--- config.mk ---
export PLATFORM = sky130hd
export DESIGN_NAME = sid_step
export DESIGN_NICKNAME = d
export VERILOG_FILES = /design/src/signed_integer_divider_defines.svh /design/src/sid_pkg.sv /design/src/sid_step.sv
export SDC_FILE = /design/constraint.sdc
export NUM_CORES = 1
export LEC_CHECK = 0
export BUFFER_PORTS_ARGS = -buffer_cell sky130_fd_sc_hd__buf_2
export CORE_ASPECT_RATIO = 2
export CORE_MARGIN = 1
export CORE_UTILIZATION = 30
export DETAILED_ROUTE_END_ITERATION = 10
export GPL_ROUTABILITY_DRIVEN = 0
export GPL_TIMING_DRIVEN = 0
export PLACE_DENSITY = 0.6
export SYNTH_ARGS = -nofsm -noshare
export SYNTH_HDL_FRONTEND = slang
export SYNTH_SLANG_ARGS = --single-unit
--- constraint.sdc ---
create_clock -name clock -period 8.27 [get_ports clock]
set_input_delay 1.654 -clock clock [delete_from_list [all_inputs] [get_ports clock]]
set_output_delay 1.654 -clock clock [all_outputs]
set_load 0.005 [all_outputs]
--- src/signed_integer_divider_defines.svh ---
// ----------------------------------------------------------------------------
// signed integer divider assertion macros
// shared assertion forms for the divider, clocked on clock, off during reset
// ----------------------------------------------------------------------------
`ifndef SIGNED_INTEGER_DIVIDER_DEFINES_SVH
`define SIGNED_INTEGER_DIVIDER_DEFINES_SVH

// same-cycle implication
`define SID_ASSERT_NOW(label, ante, cons) \
   label: assert property (@(posedge clock) disable iff (reset) (ante) |-> (cons)) \
      else $error("signed_integer_divider: same-cycle check failed");

// next-cycle implication
`define SID_ASSERT_NEXT(label, ante, cons) \
   label: assert property (@(posedge clock) disable iff (reset) (ante) |=> (cons)) \
      else $error("signed_integer_divider: next-cycle check failed");

`endif

--- src/sid_pkg.sv ---
// ----------------------------------------------------------------------------
// sid_pkg
// widths, status codes and stage types shared by the divider pipeline
// ----------------------------------------------------------------------------
`timescale 1ns / 1ps

package sid_pkg;

   // operand width
   localparam int DATA_WIDTH = 32;

   // result status codes
   localparam logic [1:0] STATUS_OK       = 2'd0;
   localparam logic [1:0] STATUS_DIV_ZERO = 2'd1;
   localparam logic [1:0] STATUS_OVERFLOW = 2'd2;

   // control that travels with each item
   typedef struct packed {
      logic       valid;
      logic       neg_q;
      logic       neg_r;
      logic [1:0] status;
   } ctrl_type;

   // division working set: partial remainder, dividend/quotient shift word, divisor
   typedef struct packed {
      logic [DATA_WIDTH-1:0] rem;
      logic [DATA_WIDTH-1:0] quo;
      logic [DATA_WIDTH-1:0] dvs;
   } data_type;

endpackage

--- src/sid_step.sv ---
// ----------------------------------------------------------------------------
// sid_step
// one restoring division stage: produces one quotient bit per item
// ----------------------------------------------------------------------------
`timescale 1ns / 1ps

module sid_step (
   input  logic              clock,
   input  logic              reset,
   input  logic              enable,
   input  sid_pkg::ctrl_type ctrl_in_port,
   input  sid_pkg::data_type data_in_port,
   output sid_pkg::ctrl_type ctrl_out,
   output sid_pkg::data_type data_out
);

   sid_pkg::ctrl_type ctrl_ff;
   sid_pkg::data_type data_ff;
   sid_pkg::data_type data_in;

   logic [sid_pkg::DATA_WIDTH:0]   shifted;
   logic [sid_pkg::DATA_WIDTH+1:0] diff;

   // shift in the next dividend bit, trial subtract, keep or restore
   always_comb begin
      shifted = {data_in_port.rem, data_in_port.quo[sid_pkg::DATA_WIDTH-1]};
      diff    = {1'b0, shifted} - {2'b00, data_in_port.dvs};
      data_in.dvs = data_in_port.dvs;
      if (diff[sid_pkg::DATA_WIDTH+1]) begin
         data_in.rem = shifted[sid_pkg::DATA_WIDTH-1:0];
         data_in.quo = {data_in_port.quo[sid_pkg::DATA_WIDTH-2:0], 1'b0};
      end else begin
         data_in.rem = diff[sid_pkg::DATA_WIDTH-1:0];
         data_in.quo = {data_in_port.quo[sid_pkg::DATA_WIDTH-2:0], 1'b1};
      end
   end

   // valid bit
   always_ff @(posedge clock) begin
      if (reset) begin
         ctrl_ff.valid <= 1'b0;
      end else if (enable) begin
         ctrl_ff.valid <= ctrl_in_port.valid;
      end
   end

   // payload
   always_ff @(posedge clock) begin
      if (enable) begin
         ctrl_ff.neg_q  <= ctrl_in_port.neg_q;
         ctrl_ff.neg_r  <= ctrl_in_port.neg_r;
         ctrl_ff.status <= ctrl_in_port.status;
         data_ff        <= data_in;
      end
   end

   assign ctrl_out = ctrl_ff;
   assign data_out = data_ff;

endmodule

======== Word level (Yosys, flattened, before mapping) ========
Index checks and enable logic that the tools add are counted.
storage, ports and cells
  register bits after elaboration ......... 101
  input port bits ......................... 104
  output and inout port bits .............. 101
  word-level logic and storage cells ...... 9
operators by class
  $add $sub $neg .......................... 1
  multiplexer cells ....................... 1
operator list
  cell                                            count
  64-bit two-way mux                              1
  33-bit by 32-bit subtractor with 34-bit output  1

======== Depth between registers and ports, before layout ========
  depth in word-level cells ............... 2
  gate-level depth with buffers ........... 12
  mapped depth without buffers ............ 12

======== Worst setup path after synthesis ========
No wires, ideal clock.
  path kind ............................... input to register
  start point ............................. in data_in_port[63] in the netlist's numbering
  end point ............................... reg data_ff (netlist bit data_out[90]) (data pin)
  library setup time ...................... 0.260 ns
  arrival time ............................ 4.060 ns
  required time ........................... 8.010 ns
  setup slack ............................. 3.950 ns
  stages .................................. 12
  buffers on the path ..................... 0
  cells stage by stage .................... inv_1 -> ha_1 -> inv_1 -> fa_1 -> a211oi_1 -> o211a_1 -> o31ai_2 -> a221o_1 -> a2111oi_4 -> o21bai_2 -> xor2_1 -> mux2_4
RTL lines
  element               line            RTL
  from (decl)           sid_step.sv:12  input sid_pkg::data_type data_in_port,
  to (signal assigned)  sid_step.sv:53  data_ff <= data_in;
  to (decl)             sid_step.sv:18  sid_pkg::data_type data_ff;

==> impl_metrics.xml <==
<?xml version="1.0" encoding="UTF-8"?>
<metrics>
  <group name="hold_path">
    <metric name="worst_hold_path_type" unit="">reg -&gt; reg</metric>
  </group>
  <group name="floorplan">
    <metric name="core_area" unit="µm²">17400</metric>
    <metric name="ios" unit="">205</metric>
    <metric name="design.die.area" unit="µm²">18400</metric>
    <metric name="die_width" unit="µm">96.4</metric>
    <metric name="fp-row-count" unit="">68</metric>
    <metric name="die-height" unit="µm">191</metric>
    <metric name="initial_utilization" unit="%">30.8</metric>
  </group>
  <group name="clocking">
    <metric name="clock_transition_at_path_regs" unit="ns">0.07</metric>
    <metric name="postCtsHoldBufs" unit="">0</metric>
    <metric name="htree_num_levels" unit="">3</metric>
    <metric name="post_cts_resize_count" unit="">0</metric>
    <metric name="clock-root-buffer" unit="">sky130_fd_sc_hd__clkbuf_16</metric>
    <metric name="insertion_delay" unit="ns">0.35</metric>
    <metric name="cts_made_buffers" unit="">9</metric>
    <metric name="tritoncts_num_sinks" unit="">101</metric>
    <metric name="clockBufferDepth" unit="">2</metric>
    <metric name="post_cts_buffers" unit="">0</metric>
    <metric name="cts_tree" unit="">done</metric>
  </group>
  <group name="final_layout">
    <metric name="filler_cell_count" unit="">1709</metric>
    <metric name="layout.nets" unit="">775</metric>
    <metric name="synthToLayoutAreaGrowth" unit="%">30.5</metric>
    <metric name="final_layout_size_suffix_gt1_share" unit="%">36.9</metric>
    <metric name="final_cells" unit="">852</metric>
    <metric name="antenna_cells" unit="">0</metric>
  </group>
  <group name="timing">
    <metric name="report.final.hold_viol_count" unit="">0</metric>
    <metric name="worst_pin_slew" unit="ns">0.721</metric>
    <metric name="slew_headroom" unit="%">51.5</metric>
    <metric name="setup_violators_final" unit="">0</metric>
    <metric name="clock.fmax" unit="MHz">220</metric>
    <metric name="fin_ws" unit="ns">3.73</metric>
    <metric name="grt_setup_unrepaired" unit="">false</metric>
    <metric name="timing.hold.ws" unit="ns">0.498</metric>
    <metric name="drv_slew" unit="">0</metric>
    <metric name="clock-skew-final" unit="ns">0</metric>
    <metric name="final.min_clock_period" unit="ns">4.54</metric>
    <metric name="fin_crit_sh" unit="%">54.9</metric>
    <metric name="setup_tns" unit="ns">0</metric>
  </group>
  <group name="grt">
    <metric name="number_of_global_route_vias_before_repair" unit="">4375</metric>
    <metric name="grt_usage" unit="%">15.2</metric>
    <metric name="grt_first_pass_wirelength" unit="mm">20.9</metric>
    <metric name="antenna_violations_before_repair" unit="">0</metric>
    <metric name="grt_max_degree" unit="">58</metric>
    <metric name="gr-total-overflow" unit="">0</metric>
  </group>
  <group name="detailed_routing">
    <metric name="post_drt_via_cell_ratio" unit="">4.85</metric>
    <metric name="detail_route.wl_per_cell" unit="µm">16.4</metric>
    <metric name="final_antenna_net_count" unit="">0</metric>
    <metric name="finalWirelength" unit="mm">14.0</metric>
    <metric name="first_iter_violations" unit="">153</metric>
    <metric name="detailroute.via_count" unit="">4134</metric>
    <metric name="detailedRoute.firstPassIterationCount" unit="">4</metric>
    <metric name="drc_violations" unit="">0</metric>
  </group>
  <group name="pwr">
    <metric name="power_per_cell_area" unit="nW/µm²">201</metric>
    <metric name="switching_power" unit="W">0.000365</metric>
    <metric name="combPwrFrac" unit="%">21.5</metric>
    <metric name="switching_share" unit="%">26.1</metric>
    <metric name="leakage" unit="nW">3.10</metric>
    <metric name="p_seq_share" unit="%">45.7</metric>
    <metric name="power_frac_clock" unit="%">32.7</metric>
    <metric name="design_power_total" unit="W">0.00140</metric>
    <metric name="p_int" unit="W">0.00104</metric>
    <metric name="power.ir.vdd_worst" unit="µV">110</metric>
  </group>
  <group name="worst_setup_path">
    <metric name="worst_ep_arrival_time" unit="ns">4.63</metric>
    <metric name="setup.worst_path.class" unit="">in -&gt; reg</metric>
    <metric name="timing.critical_path.required" unit="ns">8.37</metric>
    <metric name="rr_endpoint" unit="">ctrl_out[4]</metric>
    <metric name="cp-endpoint" unit="">data_out[92]</metric>
    <metric name="critical_path.n_buffers_inverters" unit="">3</metric>
    <metric name="timing.reg2reg.worst_path_depth" unit="">2</metric>
    <metric name="critPathCaptureType" unit="">flip-flop</metric>
    <metric name="crit_cells" unit="">13</metric>
    <metric name="setup.worst_path.start" unit="">data_in_port[63]</metric>
    <metric name="r2r_setup_slk" unit="ns">7.68</metric>
    <metric name="critical_path.cell_chain" unit="">buf_2, inv_1, ha_1, inv_1, fa_1, a211oi_1, o211a_1, o31ai_2, o41a_1, a41oi_2, o21ai_1, a21boi_1, mux2_1</metric>
    <metric name="critPathMaxStageDelay" unit="ns">0.48</metric>
    <metric name="crit_path_max_fanout" unit="">4</metric>
    <metric name="cp-start-kind" unit="">primary input</metric>
    <metric name="critPathSlowestCell" unit="">sky130_fd_sc_hd__o41a_1</metric>
    <metric name="worst_r2r_startpoint" unit="">ctrl_out[4]</metric>
    <metric name="crit_path_frequent_cell" unit="">sky130_fd_sc_hd__inv_1</metric>
    <metric name="family_of_cells_with_the_greatest_summed_delay_on_the_critical_path" unit="">compound AO/OA/AOI/OAI gates</metric>
  </group>
  <group name="yosys">
    <metric name="synth_enable_flop_cells" unit="">100</metric>
    <metric name="ys_ff_latch" unit="">101</metric>
    <metric name="main_synth_ff_type" unit="">sky130_fd_sc_hd__edfxtp_1</metric>
    <metric name="post_synth_instance_area" unit="µm²">5350</metric>
    <metric name="yosys.cell_types.count" unit="">59</metric>
    <metric name="ys_async_sr_fraction" unit="%">0</metric>
    <metric name="synth-warning-count" unit="">0</metric>
    <metric name="number_of_nets_in_the_synthesized_netlist" unit="">559</metric>
    <metric name="synthesis.area_per_instance" unit="µm²">12.7</metric>
    <metric name="synthesis.instances" unit="">422</metric>
    <metric name="sequential_fraction_of_the_synthesis_area" unit="%">56.5</metric>
  </group>
  <group name="place">
    <metric name="placement.io_buffers" unit="">204</metric>
    <metric name="dpl.hpwl" unit="mm">11.2</metric>
    <metric name="dp_slack" unit="ns">3.41</metric>
    <metric name="place.detailed.instances" unit="">837</metric>
  </group>
  <group name="job">
    <metric name="drv.max_cap_violation_count" unit="">0</metric>
  </group>
  <group name="outcome">
    <metric name="result_of_the_run" unit="">finished, final reports clean</metric>
  </group>
</metrics>
## cells in the final DEF, fill, tap and decap left out, drive strengths merged, types with 2 or more instances in the layout
master	count
buf	210
edfxtp	100
inv	43
ha	32
a21oi	28
mux2	28
nand2	26
nor2	16
xnor2	15
o21ai	15
clkbuf	11
and3	10
a21o	9
xor2	9
nor3	7
o21bai	6
o31ai	6
nand3	5
mux2i	5
a31oi	5
nor2b	4
and2	4
o21a	4
a211oi	4
o211ai	4
a21boi	4
nand4	3
nand2b	3
or3	2
nor4	2
or2	2
bufinv	2
a2111oi	2
a41oi	2
## metal layers
metal  wire, µm  vias up  GRT usage [%]
li1           -     2016              -
met1       4720     1968           13.7
met2       8150      128           30.2
met3        731       22           2.91
met4        407        0           7.92
met5          0        -              0
## stage by stage
step                util, %  instance area (µm²)
floorplan                 -                 5350
global placement       38.2                 6630
detailed placement     38.4                 6660
CTS                    40.2                 6980
global route           40.2                 6980
finish                 40.2                 6980
## layout make-up
type | count | area [µm²] | share of cell area [%]
plain buffers | 7 | 47.5 | 0.681
clock buffers | 9 | 225 | 3.23
clock inverters | 6 | 91.3 | 1.31
inverters | 40 | 150 | 2.15
multi-input cells | 274 | 2130 | 30.5
flip-flops and latches | 101 | 3020 | 43.3
well taps | 210 | 263 | 3.77
repair buffers | 205 | 1050 | 15.1
## cell families (layout without fill, tap and decap cells)
family,after synthesis,after routing,synth area share [%]
and+or+nand+nor,85,85,7.72
adders and majority gates,33,33,7.86
buffers and inverters,47,267,3.70
AOI/OAI and AO/OA,99,99,13.3
DFF,101,101,56.5
muxes,33,33,6.90
xor gates and xnor gates,24,24,3.93
## worst min-delay path by stage
stage / start / endpoint / depth (start not counted)
2_1_floorplan: ctrl_out[4] / ctrl_out[4] / 2
3_3_place_gp: ctrl_out[4] / ctrl_out[4] / 2
3_5_place_dp: ctrl_out[4] / ctrl_out[4] / 2
4_1_cts: ctrl_out[4] / ctrl_out[4] / 2
5_1_grt: ctrl_out[4] / ctrl_out[4] / 2
6_report: ctrl_out[4] / ctrl_out[4] / 2
## synthesized netlist by cell type, drive strengths merged, types with 2 or more instances
cell type | number | area [µm²]
a2111oi | 2 | 36.3
a211oi | 4 | 30.0
a21boi | 4 | 33.8
a21o | 9 | 67.6
a21oi | 28 | 144
a31oi | 5 | 46.3
a41oi | 2 | 25.0
and2 | 4 | 25.0
and3 | 10 | 62.6
buf | 5 | 40.0
clkbuf | 2 | 7.51
edfxtp | 100 | 3000
ha | 32 | 400
inv | 40 | 150
mux2 | 28 | 319
mux2i | 5 | 50.1
nand2 | 26 | 97.6
nand2b | 3 | 18.8
nand3 | 5 | 25.0
nand4 | 3 | 18.8
nor2 | 16 | 60.1
nor2b | 4 | 25.0
nor3 | 7 | 35.0
nor4 | 2 | 12.5
o211ai | 4 | 30.0
o21a | 4 | 30.0
o21ai | 15 | 75.1
o21bai | 6 | 48.8
o31ai | 6 | 55.1
or2 | 2 | 12.5
or3 | 2 | 12.5
xnor2 | 15 | 131
xor2 | 9 | 78.8
## sequential cells by signal, summed over array words and instances (netlist names)
register / cells
data_out: 96
ctrl_out: 5
## worst register-to-register path: stages (launching register included)
cell and delay [ns]:
sky130_fd_sc_hd__dfxtp_1 0.31, sky130_fd_sc_hd__mux2i_1 0.13, sky130_fd_sc_hd__nor2_1 0.05
## power by group through the flow
stage	sequential [W]	clock [W]	combinational, W
3_5_place_dp	0.000652	0	0.000303
5_1_grt	0.000647	0.000490	0.000333
6_report	0.000641	0.000459	0.000301
2_1_floorplan	0.000662	0	0.000159
3_3_place_gp	0.000653	0	0.000296
4_1_cts	0.000642	0.000471	0.000305
No activity file was read; power rests on OpenSTA's default activity.
