### src/signed_integer_divider_defines.svh
// ----------------------------------------------------------------------------
// signed integer divider assertion macros
// shared assertion forms for the divider, clocked on clock, off during reset
// ----------------------------------------------------------------------------
`ifndef SIGNED_INTEGER_DIVIDER_DEFINES_SVH
`define SIGNED_INTEGER_DIVIDER_DEFINES_SVH

// same-cycle implication
`define SID_ASSERT_NOW(label, ante, cons) \
   label: assert property (@(posedge clock) disable iff (reset) (ante) |-> (cons)) \
      else $error("signed_integer_divider: same-cycle check failed");

// next-cycle implication
`define SID_ASSERT_NEXT(label, ante, cons) \
   label: assert property (@(posedge clock) disable iff (reset) (ante) |=> (cons)) \
      else $error("signed_integer_divider: next-cycle check failed");

`endif

### src/sid_pkg.sv
// ----------------------------------------------------------------------------
// sid_pkg
// widths, status codes and stage types shared by the divider pipeline
// ----------------------------------------------------------------------------
`timescale 1ns / 1ps

package sid_pkg;

   // operand width
   localparam int DATA_WIDTH = 32;

   // result status codes
   localparam logic [1:0] STATUS_OK       = 2'd0;
   localparam logic [1:0] STATUS_DIV_ZERO = 2'd1;
   localparam logic [1:0] STATUS_OVERFLOW = 2'd2;

   // control that travels with each item
   typedef struct packed {
      logic       valid;
      logic       neg_q;
      logic       neg_r;
      logic [1:0] status;
   } ctrl_type;

   // division working set: partial remainder, dividend/quotient shift word, divisor
   typedef struct packed {
      logic [DATA_WIDTH-1:0] rem;
      logic [DATA_WIDTH-1:0] quo;
      logic [DATA_WIDTH-1:0] dvs;
   } data_type;

endpackage

### src/sid_prep.sv
// ----------------------------------------------------------------------------
// sid_prep
// input stage: operand magnitudes, sign flags and special case detection
// ----------------------------------------------------------------------------
`timescale 1ns / 1ps

module sid_prep (
   input  logic                                  clock,
   input  logic                                  reset,
   input  logic                                  enable,
   input  logic                                  valid,
   input  logic signed [sid_pkg::DATA_WIDTH-1:0] dividend,
   input  logic signed [sid_pkg::DATA_WIDTH-1:0] divisor,
   output sid_pkg::ctrl_type                     ctrl_out,
   output sid_pkg::data_type                     data_out
);

   localparam logic [sid_pkg::DATA_WIDTH-1:0] MIN_VALUE =
      {1'b1, {(sid_pkg::DATA_WIDTH-1){1'b0}}};

   sid_pkg::ctrl_type ctrl_ff;
   sid_pkg::ctrl_type ctrl_in;
   sid_pkg::data_type data_ff;
   sid_pkg::data_type data_in;

   logic [sid_pkg::DATA_WIDTH-1:0] a_bits;
   logic [sid_pkg::DATA_WIDTH-1:0] b_bits;
   logic                           a_neg;
   logic                           b_neg;

   // magnitudes and status
   always_comb begin
      a_bits = dividend;
      b_bits = divisor;
      a_neg  = a_bits[sid_pkg::DATA_WIDTH-1];
      b_neg  = b_bits[sid_pkg::DATA_WIDTH-1];

      ctrl_in.valid = valid;
      ctrl_in.neg_q = a_neg ^ b_neg;
      ctrl_in.neg_r = a_neg;
      if (b_bits == '0) begin
         ctrl_in.status = sid_pkg::STATUS_DIV_ZERO;
      end else if (a_bits == MIN_VALUE && b_bits == '1) begin
         ctrl_in.status = sid_pkg::STATUS_OVERFLOW;
      end else begin
         ctrl_in.status = sid_pkg::STATUS_OK;
      end

      data_in.rem = '0;
      data_in.quo = a_neg ? (~a_bits + 1'b1) : a_bits;
      data_in.dvs = b_neg ? (~b_bits + 1'b1) : b_bits;
   end

   // valid bit
   always_ff @(posedge clock) begin
      if (reset) begin
         ctrl_ff.valid <= 1'b0;
      end else if (enable) begin
         ctrl_ff.valid <= ctrl_in.valid;
      end
   end

   // payload
   always_ff @(posedge clock) begin
      if (enable) begin
         ctrl_ff.neg_q  <= ctrl_in.neg_q;
         ctrl_ff.neg_r  <= ctrl_in.neg_r;
         ctrl_ff.status <= ctrl_in.status;
         data_ff        <= data_in;
      end
   end

   assign ctrl_out = ctrl_ff;
   assign data_out = data_ff;

endmodule

### config.mk
export PLATFORM = sky130hd
export DESIGN_NAME = sid_prep
export DESIGN_NICKNAME = d
export VERILOG_FILES = /design/src/signed_integer_divider_defines.svh /design/src/sid_pkg.sv /design/src/sid_prep.sv
export SDC_FILE = /design/constraint.sdc
export NUM_CORES = 1
export LEC_CHECK = 0
export CAP_MARGIN = 20
export CORE_ASPECT_RATIO = 1.5
export CORE_MARGIN = 1.5
export CORE_UTILIZATION = 64
export CTS_CLUSTER_DIAMETER = 150
export DETAILED_ROUTE_END_ITERATION = 10
export DONT_BUFFER_PORTS = 1
export PLACE_DENSITY = 0.8
export SYNTH_ARGS = -nofsm -noshare
export SYNTH_HDL_FRONTEND = slang
export SYNTH_SLANG_ARGS = --single-unit
### constraint.sdc
create_clock -name clock -period 1.9 [get_ports clock]
set_input_delay 0.38 -clock clock [delete_from_list [all_inputs] [get_ports clock]]
set_output_delay 0.38 -clock clock [all_outputs]
set_load 0.02 [all_outputs]
**After elaboration in Yosys (flattened, before gate mapping)**

Index checks and enable logic that the tools add are counted.

- Register bits: 69
- Bits in latches: 0
- Bits in writable memories: 0
- Memory bits (read-only): 0
- Bits of input ports: 68
- Output and inout bits: 101
- Logic and storage cells: 20
- Memories kept: 0

- $add $sub $neg: 2
- Multiply operators: 0
- Div/mod/pow operators: 0
- $lt $le $gt $ge: 0
- Equality and inequality tests: 2
- Shift operators: 0
- Muxes and demuxes: 3
- Bitwise gates (word level): 3
- Reductions and logical operators: 2

Operators by type and width:

| kind | number |
|---|---|
| $add A32 B1 Y32 const B | 2 |
| $eq A32 B32 Y1 const B | 2 |
| $not A32 Y32 | 2 |
| $mux W31 | 2 |
| $logic_not A32 Y1 | 1 |
| $mux W2 | 1 |
| $logic_and A1 B1 Y1 | 1 |
| $xor A1 B1 Y1 | 1 |

**Logic depth before layout (Yosys ltp)**

Gate-level depths: netlist (run 1).

- Depth after elaboration: 3
- Mapped depth: 5
- Gate-level depth less buffers: 5

**Worst setup path after synthesis (run 1)**

OpenSTA, ideal clock, no wires.

- Kind: input -> register
- From: in divisor[27] in the netlist's numbering
- To: reg data_ff (netlist bit data_out[29]), data pin
- Setup time: 0.260 ns
- Arrival time: 1.557 ns
- Required time: 1.640 ns
- Setup slack: 0.083 ns
- Stages on the path: 4
- Path buffers: 0
- Cell sequence: or4_1 or3_1 o31ai_2 xnor2_1

RTL lines:

| item | RTL line | RTL |
|---|---|---|
| start: declaration | sid_prep.sv:13 | `input logic signed [sid_pkg::DATA_WIDTH-1:0] divisor,` |
| end signal: assignment | sid_prep.sv:69 | `data_ff <= data_in;` |
| end: declaration | sid_prep.sv:23 | `sid_pkg::data_type data_ff;` |

==> results.json, run 1 <==
{
  "status": "finished clean",
  "clk_latency_ns": 0.35,
  "cts_tree": "built",
  "cp_slowest_cell": "or4_1",
  "placed_cells": 402,
  "viasPerCell": 6.34,
  "grt.met3_usage_pct": 10.2,
  "hpwlAfterDp_um": 6440,
  "busiest_layer": "met2",
  "diodes": 0,
  "grt_use_met2_pct": 46.2,
  "first_pass_iters": 4,
  "drtIter0Drc": 256,
  "cts_buffer_depth": 2,
  "finalHoldViolCount": 0,
  "grt_antenna_before_repair": 0,
  "final_area_um2": 4170,
  "antenna_left": 0,
  "fin_setup_tns_ns": 0,
  "gr-total-overflow": 0,
  "start_kind": "input port",
  "rows": 34,
  "critPathMaxStageDelay_ns": 0.55,
  "setup_ws_ns": 0.283,
  "critPathKind": "in2reg",
  "nNetsFinal": 414,
  "die_h_um": 99.2,
  "layout-drive-gt1-share_pct": 12.4,
  "die_area_um2": 6650,
  "instances_no_fill": 418,
  "arrival_ns": 1.71,
  "fmax_ghz": 0.618,
  "cts.sinks": 69,
  "cts_hold_buf": 0,
  "grt_util_met1_pct": 25.2,
  "clock_skew_ns": 0,
  "port_buffers": 0,
  "cp_cell_sequence": "or4_1 > or3_1 > o41ai_2 > xnor2_1",
  "fp.dieW_um": 67.1,
  "core-area_um2": 5870,
  "cts_resized": 0,
  "final_common_cell": "edfxtp_1",
  "post-route-util_pct": 71.1,
  "start_util_pct": 67.2,
  "power_density_nw_per_um2": 905,
  "end_kind": "flip-flop",
  "grt_pass1_wl_um": 12900,
  "synth_flop_cell": "edfxtp_1",
  "yosys_warnings": 0,
  "grt_util_all_layers_pct": 26.3,
  "crit_buf_inv": 0,
  "dp_slack_ns": -0.0464,
  "cpLargestDelayFamily": "simple AND/OR/NAND/NOR gates",
  "async_reset_ff_share_pct": 0,
  "cts_setup_buffers": 0,
  "rsz0062_at_grt": "false",
  "synth_cell_types": 40,
  "nFillCells": 443,
  "min_period_ns": 1.62,
  "grt_pass1_vias": 2681,
  "cap_violations": 0,
  "path_max_fanout": 3,
  "routedWlPerCell_um": 20.8,
  "synth_edf_count": 68,
  "syn_inst": 330,
  "syn-cell-area_um2": 3950,
  "final_cell_mix": "68 x edfxtp_1, 56 x xnor2_1, 32 x conb_1",
  "gp_congestion": 0.835,
  "io_pins": 169,
  "setup_viol": 0,
  "numCtsBuffers": 9,
  "syn_to_final_growth_pct": 5.74,
  "cts_root_buffer": "clkbuf_8",
  "cp_data_required_time_ns": 1.99,
  "clk_pin_slew_worst_paths_ns": 0.08,
  "period_share_pct": 85.1,
  "wl_um": 8710,
  "leakage_uw": 0.00135,
  "yosysSeqAreaShare_pct": 52.3,
  "ir_worst_vdd_v": 0.000527,
  "ys_ff_latch": 69,
  "drc": 0,
  "avgSynthCellArea_um2": 12.0,
  "hold_class": "in2reg",
  "num_vias": 2652,
  "placed_area_um2": 3950,
  "grt_max_degree": 70,
  "htreeDepth": 3,
  "slew_violations": 0
}
-- layer usage --
metal  vias to the layer above  share of wire [%]
met1                      1278                 32
met4                         0                3.0
met2                       148                 55
li1                       1198                  -
met3                        28                9.9
met5                         -                  0
-- path summary, 6_finish.rpt --
| check | startpoint | endpoint | slack (ns) | depth (start not counted) |
|---|---|---|---|---|
| worst max-delay path | dividend[17] | data_out[59] | 0.28 | 4 |
| worst min-delay path | reset | ctrl_out[4] | 0.1 | 1 |
| worst max register to register | ctrl_out[4] | ctrl_out[4] | 1.14 | 2 |
| worst min register to register | ctrl_out[4] | ctrl_out[4] | 0.67 | 2 |
-- sequential cells by signal (all words and copies together) (netlist names) --
register / cells
ctrl_out: 5
data_out: 64
-- synth_stat cells, drive strengths merged, types with 3 or more instances --
master | instances | area, um2
ha | 5 | 62.6
or4 | 4 | 30.0
o31ai | 17 | 148
buf | 38 | 273
edfxtp | 68 | 2040
nand3 | 11 | 55.1
xor2 | 3 | 26.3
clkbuf | 4 | 15.0
o41ai | 15 | 169
nor2 | 13 | 48.8
nor4 | 15 | 134
inv | 7 | 26.3
xnor2 | 56 | 490
nand2b | 4 | 25.0
nand4 | 9 | 71.3
or3 | 5 | 31.3
nand2 | 21 | 81.3
o21ai | 19 | 95.1
nor3 | 6 | 35.0
-- cell families (layout without fill, tap and decap cells) --
kind of cell	count (synthesis)	count (layout)	share of synthesized area, %
other	1	32	0.0951
buffers and inverters	49	34	7.96
adder cells (fa/ha/maj)	5	5	1.59
AO/OA/AOI/OAI	54	54	11.0
flip-flops	69	69	52.3
XOR/XNOR	59	59	13.1
AND/OR/NAND/NOR	92	92	13.8
multiplexers	1	1	0.254
-- power breakdown --
group	internal [uW]	switching [uW]	leakage [uW]	total (uW)
logic	139	168	0.000556	307
clock network	807	535	0.000116	1340
registers	1870	255	0.000673	2130
-- final cells by class --
cell class,instances,area (um2),area share [%]
sequential,69,2060,49.4
timing repair buffer,11,82.6,1.98
tap,72,90.1,2.16
clock inverter,4,70.1,1.68
multi-input combinational,243,1690,40.4
clock buffer,12,155,3.72
inverter,7,26.3,0.630
-- metrics by stage --
stage               hold WS (ns)  power (uW)
finish                    0.0963        3780
global placement           0.455        2460
detailed placement         0.464        2470
CTS                       0.0940        3800
floorplan                  0.452        2460
global route              0.0878        3900
Power figures use the tool's default switching activity.
==> run 2: changes to the inputs <==
Settings changed: CELL_PAD_IN_SITES_DETAIL_PLACEMENT from default to 0, CELL_PAD_IN_SITES_GLOBAL_PLACEMENT from default to 1, CORE_UTILIZATION 64 to 48, PLACE_DENSITY 0.8 to default, PLACE_DENSITY_LB_ADDON from default to 0.1.
==> run 2 against run 1 <==
- count of clock-buffer cells in the layout is 2 higher
- sequential share of layout area is 1.1 points lower
- maximum frequency is 1.3% higher
- setup slack better by 0.021 ns
- register-to-register slack better by 0.07 ns
- sequential power hardly changed
- clock skew stayed put
- wire length is 0.60% lower
- critical path depth stayed put
- final cell count is 8.4% higher
- power is 3.5% higher
- critical path type unchanged
- largest power group unchanged
- highest routed layer unchanged
==> results.json, run 2 (synthesis gave the netlist of run 1 again) <==
{
  "htreeDepth": 3,
  "slew_headroom_pct": 65.2,
  "crit_start": "divisor[11]",
  "gr-total-overflow": 0,
  "cts_buffer_depth": 2,
  "status": "finished clean",
  "viasPerCell": 5.60,
  "largest_reg_flops": 64,
  "clock_skew_ns": 0,
  "finalHoldViolCount": 0,
  "nFillCells": 744,
  "cap_violations": 0,
  "core-area_um2": 8010,
  "crit_end": "ctrl_out[0]",
  "rr_startpoint": "ctrl_out[4]",
  "hpwlAfterDp_um": 6350,
  "min_period_ns": 1.60,
  "antenna_left": 0,
  "regArea_um2": 2060,
  "syn_to_final_growth_pct": 8.15,
  "cts_root_buffer": "clkbuf_16",
  "rows": 40,
  "final_common_cell": "edfxtp_1",
  "leakage_uw": 0.00137,
  "crit_buf_inv": 1,
  "rsz0062_at_grt": "false",
  "end_kind": "flip-flop",
  "arrival_ns": 1.65,
  "power_density_nw_per_um2": 916,
  "fmax_ghz": 0.626,
  "drtIter0Drc": 134,
  "slew_violations": 0,
  "critPathMaxStageDelay_ns": 0.57,
  "io_pins": 169,
  "cts_hold_buf": 0,
  "hold_class": "in2reg",
  "period_share_pct": 84.0,
  "wl_um": 8660,
  "routedWlPerCell_um": 19.1,
  "multi_input_area_um2": 1690,
  "die_area_um2": 8780,
  "ir_worst_vdd_v": 0.000484,
  "cts_tree": "built",
  "grt_antenna_before_repair": 0,
  "numCtsBuffers": 9,
  "worstReg2RegEnd": "ctrl_out[4]",
  "start_util_pct": 49.3,
  "port_buffers": 0,
  "layout-drive-gt1-share_pct": 12.1,
  "cts.sinks": 69,
  "cts_setup_buffers": 0,
  "whs_ns": 0.124,
  "drc": 0,
  "reg2reg_depth": 2,
  "cpLargestDelayFamily": "simple AND/OR/NAND/NOR gates",
  "fp.dieW_um": 77.0,
  "nNetsFinal": 416,
  "grt_pass1_wl_um": 13100,
  "clk_latency_ns": 0.32,
  "cp_data_required_time_ns": 1.96,
  "grt_pass1_vias": 2524,
  "critPathKind": "in2reg",
  "first_pass_iters": 4,
  "cp.depth": 4,
  "worst-r2r-setup-slack_ns": 1.21,
  "fin_setup_tns_ns": 0,
  "setup_viol": 0,
  "grt_max_degree": 70,
  "worstMarginPinSlew_ns": 0.518,
  "hold_depth": 1,
  "path_max_fanout": 14,
  "diodes": 0,
  "num_vias": 2536,
  "die_h_um": 114,
  "cts_resized": 0,
  "cp_slowest_cell": "nor4_1",
  "clk_pin_slew_worst_paths_ns": 0.05,
  "start_kind": "input port",
  "gp_congestion": 0.770,
  "cp_cell_sequence": "nor4_2 > buf_4 > nand4_4 > nor4_1",
  "grt_util_all_layers_pct": 19.8,
  "final_cell_mix": "68 x edfxtp_1, 56 x xnor2_1, 32 x conb_1"
}
==> run 2: cell type report <==
class	instances	share of cell area (%)
flip-flops and latches	69	48.3
multi-input cells	243	39.5
clock buffers	14	5.95
well taps	105	3.08
repair buffers	13	2.29
inverters	7	0.616
clock inverters	2	0.235
==> run 2: worst min path at each step <==
stage	slack, ns	endpoint	start
final	0.12	ctrl_out[4]	reset
after global routing	0.11	ctrl_out[4]	reset
after CTS	0.11	ctrl_out[4]	reset
after detailed placement	0.46	ctrl_out[4]	reset
after global placement	0.45	ctrl_out[4]	reset
after floorplan	0.45	ctrl_out[4]	reset
==> run 2: metrics by stage <==
stage                     util [%]  power [uW]  cells  worst slack [ns]  instance area [um2]
after floorplan                  -        2460    361            0.0834                 4060
after global placement        50.0        2460    437            0.0108                 4000
final                         53.3        3910    453             0.304                 4270
after detailed placement      50.0        2460    437           0.00558                 4000
after global routing          53.3        4050    453             0.144                 4270
after CTS                     53.3        3950    453             0.339                 4270
==> run 2: per-layer routing <==
metal | track usage, % | up-vias | routed length (um)
met5 | 0 | - | 0
met4 | 8.73 | 0 | 205
met3 | 6.80 | 15 | 662
met2 | 35.0 | 119 | 4640
met1 | 21.4 | 1202 | 3150
li1 | - | 1200 | -
==> run 2: worst register-to-register path: cells and delay by family, from the launching register on <==
family	cells	cell delay (ns)
muxes	1	0.10
and+or+nand+nor	1	0.09
DFF	1	0.44
==> run 2: power breakdown <==
| part | internal [uW] | switching [uW] |
|---|---|---|
| logic | 139 | 160 |
| clock network | 915 | 566 |
| registers | 1880 | 252 |
| total | 2930 | 978 |
