File: config.mk
export PLATFORM = sky130hd
export DESIGN_NAME = sid_fix
export DESIGN_NICKNAME = d
export VERILOG_FILES = /design/src/signed_integer_divider_defines.svh /design/src/sid_pkg.sv /design/src/sid_fix.sv
export SDC_FILE = /design/constraint.sdc
export NUM_CORES = 1
export LEC_CHECK = 0
export CAP_MARGIN = 20
export CORE_ASPECT_RATIO = 0.8
export CORE_MARGIN = 2
export CORE_UTILIZATION = 55
export DETAILED_ROUTE_END_ITERATION = 7
export DONT_BUFFER_PORTS = 1
export PLACE_DENSITY = 0.8
export SKIP_CTS_REPAIR_TIMING = 1
export SLEW_MARGIN = 20
export SYNTH_ARGS = -nofsm -noshare
export SYNTH_HDL_FRONTEND = slang
export SYNTH_SLANG_ARGS = --single-unit
File: constraint.sdc
create_clock -name clock -period 2.7 [get_ports clock]
set_input_delay 0.81 -clock clock [delete_from_list [all_inputs] [get_ports clock]]
set_output_delay 0.81 -clock clock [all_outputs]
set_load 0.005 [all_outputs]
File: src/signed_integer_divider_defines.svh
// ----------------------------------------------------------------------------
// signed integer divider assertion macros
// shared assertion forms for the divider, clocked on clock, off during reset
// ----------------------------------------------------------------------------
`ifndef SIGNED_INTEGER_DIVIDER_DEFINES_SVH
`define SIGNED_INTEGER_DIVIDER_DEFINES_SVH

// same-cycle implication
`define SID_ASSERT_NOW(label, ante, cons) \
   label: assert property (@(posedge clock) disable iff (reset) (ante) |-> (cons)) \
      else $error("signed_integer_divider: same-cycle check failed");

// next-cycle implication
`define SID_ASSERT_NEXT(label, ante, cons) \
   label: assert property (@(posedge clock) disable iff (reset) (ante) |=> (cons)) \
      else $error("signed_integer_divider: next-cycle check failed");

`endif

File: src/sid_pkg.sv
// ----------------------------------------------------------------------------
// sid_pkg
// widths, status codes and stage types shared by the divider pipeline
// ----------------------------------------------------------------------------
`timescale 1ns / 1ps

package sid_pkg;

   // operand width
   localparam int DATA_WIDTH = 32;

   // result status codes
   localparam logic [1:0] STATUS_OK       = 2'd0;
   localparam logic [1:0] STATUS_DIV_ZERO = 2'd1;
   localparam logic [1:0] STATUS_OVERFLOW = 2'd2;

   // control that travels with each item
   typedef struct packed {
      logic       valid;
      logic       neg_q;
      logic       neg_r;
      logic [1:0] status;
   } ctrl_type;

   // division working set: partial remainder, dividend/quotient shift word, divisor
   typedef struct packed {
      logic [DATA_WIDTH-1:0] rem;
      logic [DATA_WIDTH-1:0] quo;
      logic [DATA_WIDTH-1:0] dvs;
   } data_type;

endpackage

File: src/sid_fix.sv
// ----------------------------------------------------------------------------
// sid_fix
// output stage: sign fix-up, special case results and the result register
// ----------------------------------------------------------------------------
`timescale 1ns / 1ps

module sid_fix (
   input  logic                                  clock,
   input  logic                                  reset,
   input  logic                                  enable,
   input  sid_pkg::ctrl_type                     ctrl_in_port,
   input  sid_pkg::data_type                     data_in_port,
   output logic                                  valid,
   output logic signed [sid_pkg::DATA_WIDTH-1:0] quotient,
   output logic signed [sid_pkg::DATA_WIDTH-1:0] remainder,
   output logic [1:0]                            status
);

   localparam logic [sid_pkg::DATA_WIDTH-1:0] MIN_VALUE =
      {1'b1, {(sid_pkg::DATA_WIDTH-1){1'b0}}};

   logic                           valid_ff;
   logic [sid_pkg::DATA_WIDTH-1:0] quotient_ff;
   logic [sid_pkg::DATA_WIDTH-1:0] quotient_in;
   logic [sid_pkg::DATA_WIDTH-1:0] remainder_ff;
   logic [sid_pkg::DATA_WIDTH-1:0] remainder_in;
   logic [1:0]                     status_ff;

   // apply signs, override special cases
   always_comb begin
      case (ctrl_in_port.status)
         sid_pkg::STATUS_DIV_ZERO: begin
            quotient_in  = '0;
            remainder_in = '0;
         end
         sid_pkg::STATUS_OVERFLOW: begin
            quotient_in  = MIN_VALUE;
            remainder_in = '0;
         end
         default: begin
            quotient_in  = ctrl_in_port.neg_q ? (~data_in_port.quo + 1'b1)
                                              : data_in_port.quo;
            remainder_in = ctrl_in_port.neg_r ? (~data_in_port.rem + 1'b1)
                                              : data_in_port.rem;
         end
      endcase
   end

   // result valid
   always_ff @(posedge clock) begin
      if (reset) begin
         valid_ff <= 1'b0;
      end else if (enable) begin
         valid_ff <= ctrl_in_port.valid;
      end
   end

   // result payload
   always_ff @(posedge clock) begin
      if (enable) begin
         quotient_ff  <= quotient_in;
         remainder_ff <= remainder_in;
         status_ff    <= ctrl_in_port.status;
      end
   end

   assign valid     = valid_ff;
   assign quotient  = quotient_ff;
   assign remainder = remainder_ff;
   assign status    = status_ff;

endmodule
-- Word level (Yosys, flattened, before mapping)
Index checks and enable logic that the tools add are counted.
- register bits: 67
- input bits: 104
- output and inout bits: 67
- word-level logic and storage cells: 14
- add/sub/neg operators: 2
- equal/unequal tests: 2
- multiplexer cells: 3
- bitwise gates (word level): 2
- reductions and logical operators: 1
- operators by type and width (cell ; number):
    $add 32x1->32 const B ; 2
    $mux 32 ; 2
    $not 32->32 ; 2
    $pmux 32 s2 ; 1
    $eq 2x1->1 const B ; 1
    $eq 2x2->1 const B ; 1
    $reduce_or 2->1 ; 1

-- Longest topological paths before layout
Gate-level depths: netlist (run 1).
- word-level depth: 4
- mapped depth: 8
- mapped depth without buffers: 6

-- Worst setup path after synthesis (run 1)
Ideal clock, no wire load.
- path kind: input port to flip-flop
- start point: in data_in_port[32] in the netlist's numbering
- end point: reg quotient_ff, in the netlist quotient[22], data pin
- library setup time: 180 ps
- arrival time: 2501 ps
- required time: 2520 ps
- path slack: 19 ps
- stages on the path: 7
- buffers on the path: 1
- path through: inv_1 ha_1 or3b_2 buf_2 or2_2 or4_1 o311ai_1
- word-level cells in the longest chain between the ends: 4
- ends and longest elaborated chain (element ; RTL line ; text):
    start: declaration ; sid_fix.sv:12 ; input sid_pkg::data_type data_in_port,
    $not 32->32 ; sid_fix.sv:41 ; quotient_in = ctrl_in_port.neg_q ? (~data_in_port.quo + 1'b1)
    $add 32x1->32 ; sid_fix.sv:41 ;
    $mux 32 ; sid_fix.sv:41 ;
    $pmux 32 s2 ; sid_fix.sv:31 ; case (ctrl_in_port.status)
    via quotient_in (one bit) ; sid_fix.sv:24 ; logic [sid_pkg::DATA_WIDTH-1:0] quotient_in;
    end signal: assignment ; sid_fix.sv:61 ; quotient_ff <= quotient_in;
    end: declaration ; sid_fix.sv:23 ; logic [sid_pkg::DATA_WIDTH-1:0] quotient_ff;
The timed path passes the listed nets, and every way through them passes these cells.
A chain may end at the register's enable or synchronous reset.

-- Worst setup path after layout (run 1)
Ends and elaborated chain as after synthesis.

==> results.txt, run 1 <==
* Share of the synthesized area in the top cell type: 47.5%
* Total wire length: 10100 µm
- The count of buffers added on input and output ports is 0.
* Nature of the critical path startpoint: input port
* List of most frequent post-synthesis cells: sky130_fd_sc_hd__edfxtp_1, sky130_fd_sc_hd__nor2_1, sky130_fd_sc_hd__nand2_1, sky130_fd_sc_hd__mux2i_1, sky130_fd_sc_hd__nand2b_1
- Cell Count Post-Placement: 502
- For this run, the register share of the synthesized area comes to 48.0%.
- Total power density per cell area: 540 nW/µm²
* Initial DRC count: 337
* Number of global-route vias before repair: 3053
- Worst-case clock skew: 0 ns
* CTS H-Tree Depth: 3
- After detailed routing, the number of remaining DRC violations is 0.
- Area leader, netlist: sky130_fd_sc_hd__edfxtp_1
- Synthesized Nets: 515
- Relative to the synthesized area, the layout overhead comes to 6.84%.
- The finished cells cover 4460 µm².
- For this run, the number of Yosys warnings is 0.
- Maximum clock path buffer count: 2
- Summed over all nets, the switching power comes to 593 µW.
* Netlist Area Pre-Place: 4170 µm²
- TritonCTS built the clock tree.
- Counting flops and latches in the post-synthesis netlist gives 67.
* Hold Vio Cnt, Final: 0
* Final std cells w/o fill: 517
* Reg clk slew, reported paths: 0.07 ns
* Via Count: 3301
- In this run the cell area measured after placement is 4280 µm².
- Once detail routing completed, the nets flagged for antenna violations numbered 0.
- Clock tree synthesis found a total of 67 sinks.
* Maximum net fanout on the critical path: 5
- The worst hold path belongs to the class in -> reg.
- Number of inserted filler cells in the final layout: 633
* Slew of the pin with the lowest slew margin: 0.576 ns
- In the final routed layout, each cell accounts on average for 19.4 µm.
- Grt ovf: 0
- Number of setup violations in the final report: 0
- Yosys mapped a number of flops with a built-in enable equal to 66.
* Max Freq: 419 MHz
* Unrepaired setup endpoints after global routing: false
- Clock tree synthesis selected as its root buffer the cell sky130_fd_sc_hd__clkbuf_8.
- Subtracting the final worst setup slack from the clock period gives 2.39 ns.
- Routability-driven placement finished with a final weighted congestion of 0.881.
- Post-placement setup slack: 0.00469 ns
- The number of antenna diodes in the final layout is 0.
- Number of placement rows: 28
- Full die area: 8300 µm²
- For the worst setup path, the data arrival time is 2.54 ns.
* IR Drop Worst-Case VDD: 0.227 mV
- Element type at the critical path end: flip-flop
- For this run, the leading register cell type out of synthesis is sky130_fd_sc_hd__edfxtp_1.
- WP data required: 2.86 ns
- Final Max Tran Viols: 0
* Total power consumption of the routed design: 2.41 mW
- Of the total power, combinational logic draws 11.9%.
- The number of antenna violations at the first check in global routing came to 0.
- Entering global routing, the biggest net connects 68 pins.
- Insertion delay to the later sink of the worst-skew pair: 0.34 ns
* Overall track demand over capacity in global routing: 24.4%
- Yosys mapped the design onto 51 distinct sky130hd cell types.
- The share of total power dissipated in the clock network is 32.7%.
- Global-route wire length before repair: 15500 µm
- WHS: 0.524 ns
* Number of detailed-routing iterations run before antenna repair: 5
- Once detailed placement completed, the half-perimeter wirelength came to 7070 µm.
- For the final routed database, the setup TNS stands at 0 ns.
- Avg Inst Size Synth: 10.2 µm²
* Count of nets after finishing: 515
- Measured on the finished design, the core utilization comes to 60.3%.
- The most common cell in the synthesized netlist is sky130_fd_sc_hd__edfxtp_1.
* Internal Pwr Total: 1.82 mW
- Total CTS buffers: 9
- The final critical path takes up 88.5% of the cycle.
- Setup slack on the critical path of the routed design comes to 0.311 ns.
* Run status: completed
- Area of the core region: 7390 µm²
* Ratio of cells with drive above 1 in the final layout: 9.95%
- Seq pwr share: 55.4%
- Static Leakage: 1.54 nW
- Chip Height: 81.9 µm
* Width of the die: 101 µm
* Max-cap check violation count: 0
* Cell count after synthesis: 408
- Switching part of the total: 24.6%
* Top Ports: 171
- The worst setup path is of the in -> reg kind.
- In the post-synthesis netlist, the biggest area contributors are sky130_fd_sc_hd__edfxtp_1, sky130_fd_sc_hd__mux2i_1, sky130_fd_sc_hd__nor2_1, sky130_fd_sc_hd__nand2b_1, sky130_fd_sc_hd__nand2_1.
* Per-cell via count in the routed design: 6.38
- Headroom to the max-slew limit came out at 61.5%.
- Starting utilization of the core area: 56.4%
- Synth async-reset ratio: 0%
## metal layers
metal	wire [µm]	vias to the layer above	GRT usage (%)
met5	0	-	0
met4	125	0	8.65
met3	900	10	8.17
met2	4670	154	37.3
met1	4350	1582	32.4
li1	-	1555	-
## worst paths after layout
kind	cells past startpoint	start	to	slack, ns
setup reg to reg	2	valid	valid	2.11
hold / removal	1	reset	valid	0.52
setup / recovery	6	data_in_port[32]	quotient[22]	0.31
hold reg to reg	2	valid	valid	0.52
## final cells by class
type	instances	area [µm²]	share of cell area (%)
inverter	10	37.5	0.842
multi-input combinational	307	2020	45.2
timing repair buffer	13	97.6	2.19
clock buffer	10	128	2.86
tap	105	131	2.95
clock inverter	5	45.0	1.01
sequential	67	2000	44.9
## registers in the layout, indices dropped and copies added (netlist names)
| register | count |
|---|---|
| status | 2 |
| quotient | 32 |
| valid | 1 |
| remainder | 32 |
## power groups by stage
stage	Sequential [mW]	Combinational, mW	Clock [mW]
detailed placement	1.36	0.285	0
floorplan	1.34	0.245	0
finish	1.33	0.287	0.787
global route	1.35	0.324	0.834
global placement	1.36	0.270	0
CTS	1.34	0.285	0.803
## cells in the final DEF, fill, tap and decap left out, types with 2 or more instances in the layout
master and instances:
sky130_fd_sc_hd__or4_4 2, sky130_fd_sc_hd__or4_1 10, sky130_fd_sc_hd__xnor2_1 8, sky130_fd_sc_hd__nand2_1 33, sky130_fd_sc_hd__o41ai_1 12, sky130_fd_sc_hd__nor3_1 11
sky130_fd_sc_hd__or3_4 3, sky130_fd_sc_hd__nand4_1 6, sky130_fd_sc_hd__ha_1 2, sky130_fd_sc_hd__clkinv_1 6, sky130_fd_sc_hd__nor3b_1 2, sky130_fd_sc_hd__xor2_1 14
sky130_fd_sc_hd__buf_4 13, sky130_fd_sc_hd__or2_2 6, sky130_fd_sc_hd__nor2_1 46, sky130_fd_sc_hd__mux2i_1 26, sky130_fd_sc_hd__o311ai_1 3, sky130_fd_sc_hd__a31o_2 3
sky130_fd_sc_hd__a41oi_1 4, sky130_fd_sc_hd__clkbuf_8 9, sky130_fd_sc_hd__edfxtp_1 66, sky130_fd_sc_hd__a21oi_1 11, sky130_fd_sc_hd__or3_1 10, sky130_fd_sc_hd__o31ai_1 10
sky130_fd_sc_hd__and2_1 4, sky130_fd_sc_hd__a221oi_1 2, sky130_fd_sc_hd__o21ai_0 11, sky130_fd_sc_hd__nand3_1 4, sky130_fd_sc_hd__nor4_1 8, sky130_fd_sc_hd__o211ai_1 2
sky130_fd_sc_hd__a31oi_1 7, sky130_fd_sc_hd__and3_1 5, sky130_fd_sc_hd__inv_1 8, sky130_fd_sc_hd__nand2b_1 23, sky130_fd_sc_hd__o311ai_0 4, sky130_fd_sc_hd__a22oi_1 3
sky130_fd_sc_hd__and4_1 2
## cells by family after synthesis
group	Yosys count	share of synthesized area, %
AOI/OAI and AO/OA	76	13.0
xor gates and xnor gates	22	4.62
adders and majority gates	3	0.900
buffers and inverters	34	3.75
DFF	67	48.0
muxes	26	6.24
and+or+nand+nor	180	23.5
## critical path, stage by stage
cell and delay, ns:
sky130_fd_sc_hd__inv_1 0.06, sky130_fd_sc_hd__ha_1 0.17, sky130_fd_sc_hd__or3b_2 0.47, sky130_fd_sc_hd__or2_2 0.38
sky130_fd_sc_hd__or4_1 0.54, sky130_fd_sc_hd__o311ai_1 0.11
Power figures use the tool's default switching activity.
==> run 2: changes to the inputs <==
--- a/config.mk
+++ b/config.mk
@@ -9,11 +9,12 @@
 export CORE_ASPECT_RATIO = 0.8
 export CORE_MARGIN = 2
 export CORE_UTILIZATION = 55
+export CTS_BUF_LIST = sky130_fd_sc_hd__clkbuf_8 sky130_fd_sc_hd__clkbuf_16
 export DETAILED_ROUTE_END_ITERATION = 7
 export DONT_BUFFER_PORTS = 1
 export PLACE_DENSITY = 0.8
 export SKIP_CTS_REPAIR_TIMING = 1
-export SLEW_MARGIN = 20
+export SKIP_LAST_GASP = 1
 export SYNTH_ARGS = -nofsm -noshare
 export SYNTH_HDL_FRONTEND = slang
 export SYNTH_SLANG_ARGS = --single-unit
==> run 2 against run 1 <==
  * First-iteration DRC count unchanged
  * Global-route usage unchanged
  * Routed wire length up 0.14%
  * Non-clock buffer count unchanged
  * Final cell count unchanged
  * Cell area unchanged
  * Register-to-register slack about the same
  * Highest routed layer unchanged
  * Die area unchanged
  * Critical path type unchanged
==> results.txt, run 2 (synthesis results as in run 1) <==
- Run status: completed (unchanged)
* Starting utilization of the core area: 56.4% (unchanged)
- The antenna diode instance count came to 0 (unchanged).
- Max Freq: 419 MHz (about the same)
- CTS tree: yes (unchanged)
- Post-placement setup slack: 0.00469 ns (unchanged)
- The die boundary width came to 101 µm (unchanged).
- The number of max-cap violations is 0 (unchanged).
- The number of nets in the finished design came to 515 (unchanged).
- The post-detailed-route count of antenna-violating nets is 0 (unchanged).
- Number of detailed-routing iterations run before antenna repair: 6 (was 5)
- CP Data Arrival Time: 2.54 ns (about the same)
* Minimum clock period after layout: 2.39 ns (about the same)
* Reg clk slew, reported paths: 0.07 ns (about the same)
- The final weighted congestion in routability-driven placement is 0.881 (unchanged).
- Full die area: 8300 µm² (unchanged)
- The placed instance count was 502 (unchanged).
- Total power density per cell area: 539 nW/µm² (was 540 nW/µm²)
- The area growth from synthesis to final layout is 6.84% (unchanged).
- The die boundary height is 81.9 µm (unchanged).
- The kind of start point of the critical path is an input port (unchanged).
- Maximum number of pins on one net before global-route repair: 68 (unchanged)
- The total core area is 7390 µm² (unchanged).
* Clock sinks: 67 (unchanged)
- Initial DRC count: 337 (unchanged)
* Antenna violations before repair: 0 (unchanged)
- Uppermost layer routed: met4 (unchanged)
- Met3 layer wire length in the routed design: 922 µm (was 900 µm)
- The most common cell after layout, fill and taps aside is sky130_fd_sc_hd__edfxtp_1 (unchanged).
- Top Ports: 171 (unchanged)
- Maximum clock path buffer count: 2 (unchanged)
- Post-layout util: 60.3% (unchanged)
- Static Leakage: 1.54 nW (about the same)
- Setup tns final: 0 ns (unchanged)
- Setup ws final: 0.312 ns (was 0.311 ns)
- Ratio of cells with drive above 1 in the final layout: 9.95% (unchanged)
- The number of endpoints failing setup at the final stage came to 0 (unchanged).
- Unrepaired setup endpoints after global routing: false (unchanged)
- Class of the most critical setup path: in -> reg (unchanged)
- The met2 wire length was 4680 µm (was 4670 µm).
* Grt ovf: 0 (unchanged)
- Slew of the pin with the lowest slew margin: 0.594 ns (was 0.576 ns)
* Clock root buffer: sky130_fd_sc_hd__clkbuf_8 (unchanged)
- Number of global-route vias before repair: 3053 (unchanged)
* Drt drc: 0 (unchanged)
- The wire length reported by the detailed router came to 10100 µm (about the same).
- IR Drop Worst-Case VDD: 0.227 mV (about the same)
* WP data required: 2.86 ns (about the same)
- Overall track demand over capacity in global routing: 24.4% (unchanged)
- Final period utilization: 88.4% (was 88.5%)
- Global-route wire length before repair: 15500 µm (unchanged)
* Path class of the lowest-slack min-delay path: in -> reg (unchanged)
- Number of inserted filler cells in the final layout: 633 (unchanged)
- Wirelength per Cell: 19.5 µm (was 19.4 µm)
- The number of hold violations in the final report came to 0 (unchanged).
* Maximum net fanout on the critical path: 5 (unchanged)
* Total CTS buffers: 9 (unchanged)
- Commonest cells after routing, fill and taps aside: sky130_fd_sc_hd__edfxtp_1, sky130_fd_sc_hd__nor2_1, sky130_fd_sc_hd__nand2_1 (unchanged).
- Post-detail-place hpwl: 7070 µm (unchanged)
* Final std cells w/o fill: 517 (unchanged)
* Max transition margin: 60.3% (was 61.5%)
- Final Max Tran Viols: 0 (unchanged)
- The total number of vias was 3296 (was 3301).
- Insertion delay to the later sink of the worst-skew pair: 0.34 ns (about the same)
- The detail-routed via count per cell is 6.38 (about the same).
- Number of placement rows: 28 (unchanged)
* I/O Buffers: 0 (unchanged)
- Element type at the critical path end: flip-flop (unchanged)
- The H-tree depth came to 3 (unchanged).
* Worst-case clock skew: 0 ns (unchanged)
- The routed metal-1 wirelength was 4320 µm (was 4350 µm).
run 2: cell count changes in the layout (fill, tap and decap cells not counted), sizes merged:
cell | previous run | this run
clkbuf | 10 | 9
inv | 8 | 9
run 2: worst paths after layout:
kind / slack (ns) / cells after the start / start / to
worst max-delay path: 0.31 / 6 / data_in_port[32] / quotient[22]
worst max register to register: 2.11 / 2 / valid / valid
worst min register to register: 0.52 / 2 / valid / valid
worst min-delay path: 0.52 / 1 / reset / valid
run 2: layout make-up:
type,count,area [µm²],area share [%]
timing repair buffer,13,97.6,2.19
clock buffer,9,124,2.78
multi-input combinational,307,2020,45.2
tap,105,131,2.95
clock inverter,6,48.8,1.09
sequential,67,2000,44.9
inverter,10,37.5,0.842
run 2: worst max-delay path, cell delays in order:
cell and delay [ns]:
sky130_fd_sc_hd__inv_1 0.06, sky130_fd_sc_hd__ha_1 0.17, sky130_fd_sc_hd__or3b_2 0.47, sky130_fd_sc_hd__or2_2 0.38, sky130_fd_sc_hd__or4_1 0.54, sky130_fd_sc_hd__o311ai_1 0.11
run 2: routing by layer:
metal | vias to the layer above | GRT usage, %
met4 | 0 | 8.65
li1 | 1551 | -
met3 | 14 | 8.17
met1 | 1573 | 32.4
met5 | - | 0
met2 | 158 | 37.3
run 2: per-stage QoR:
step	total power [mW]	area, µm²	hold slack, ns
2_1_floorplan	1.58	4170	0.485
3_3_place_gp	1.63	4280	0.507
3_5_place_dp	1.64	4280	0.519
4_1_cts	2.42	4460	0.511
5_1_grt	2.50	4460	0.508
6_report	2.40	4460	0.524
run 2: power by group:
group          switching (mW)  internal [mW]
clock network           0.376          0.406
registers              0.0569           1.28
logic                   0.159          0.128
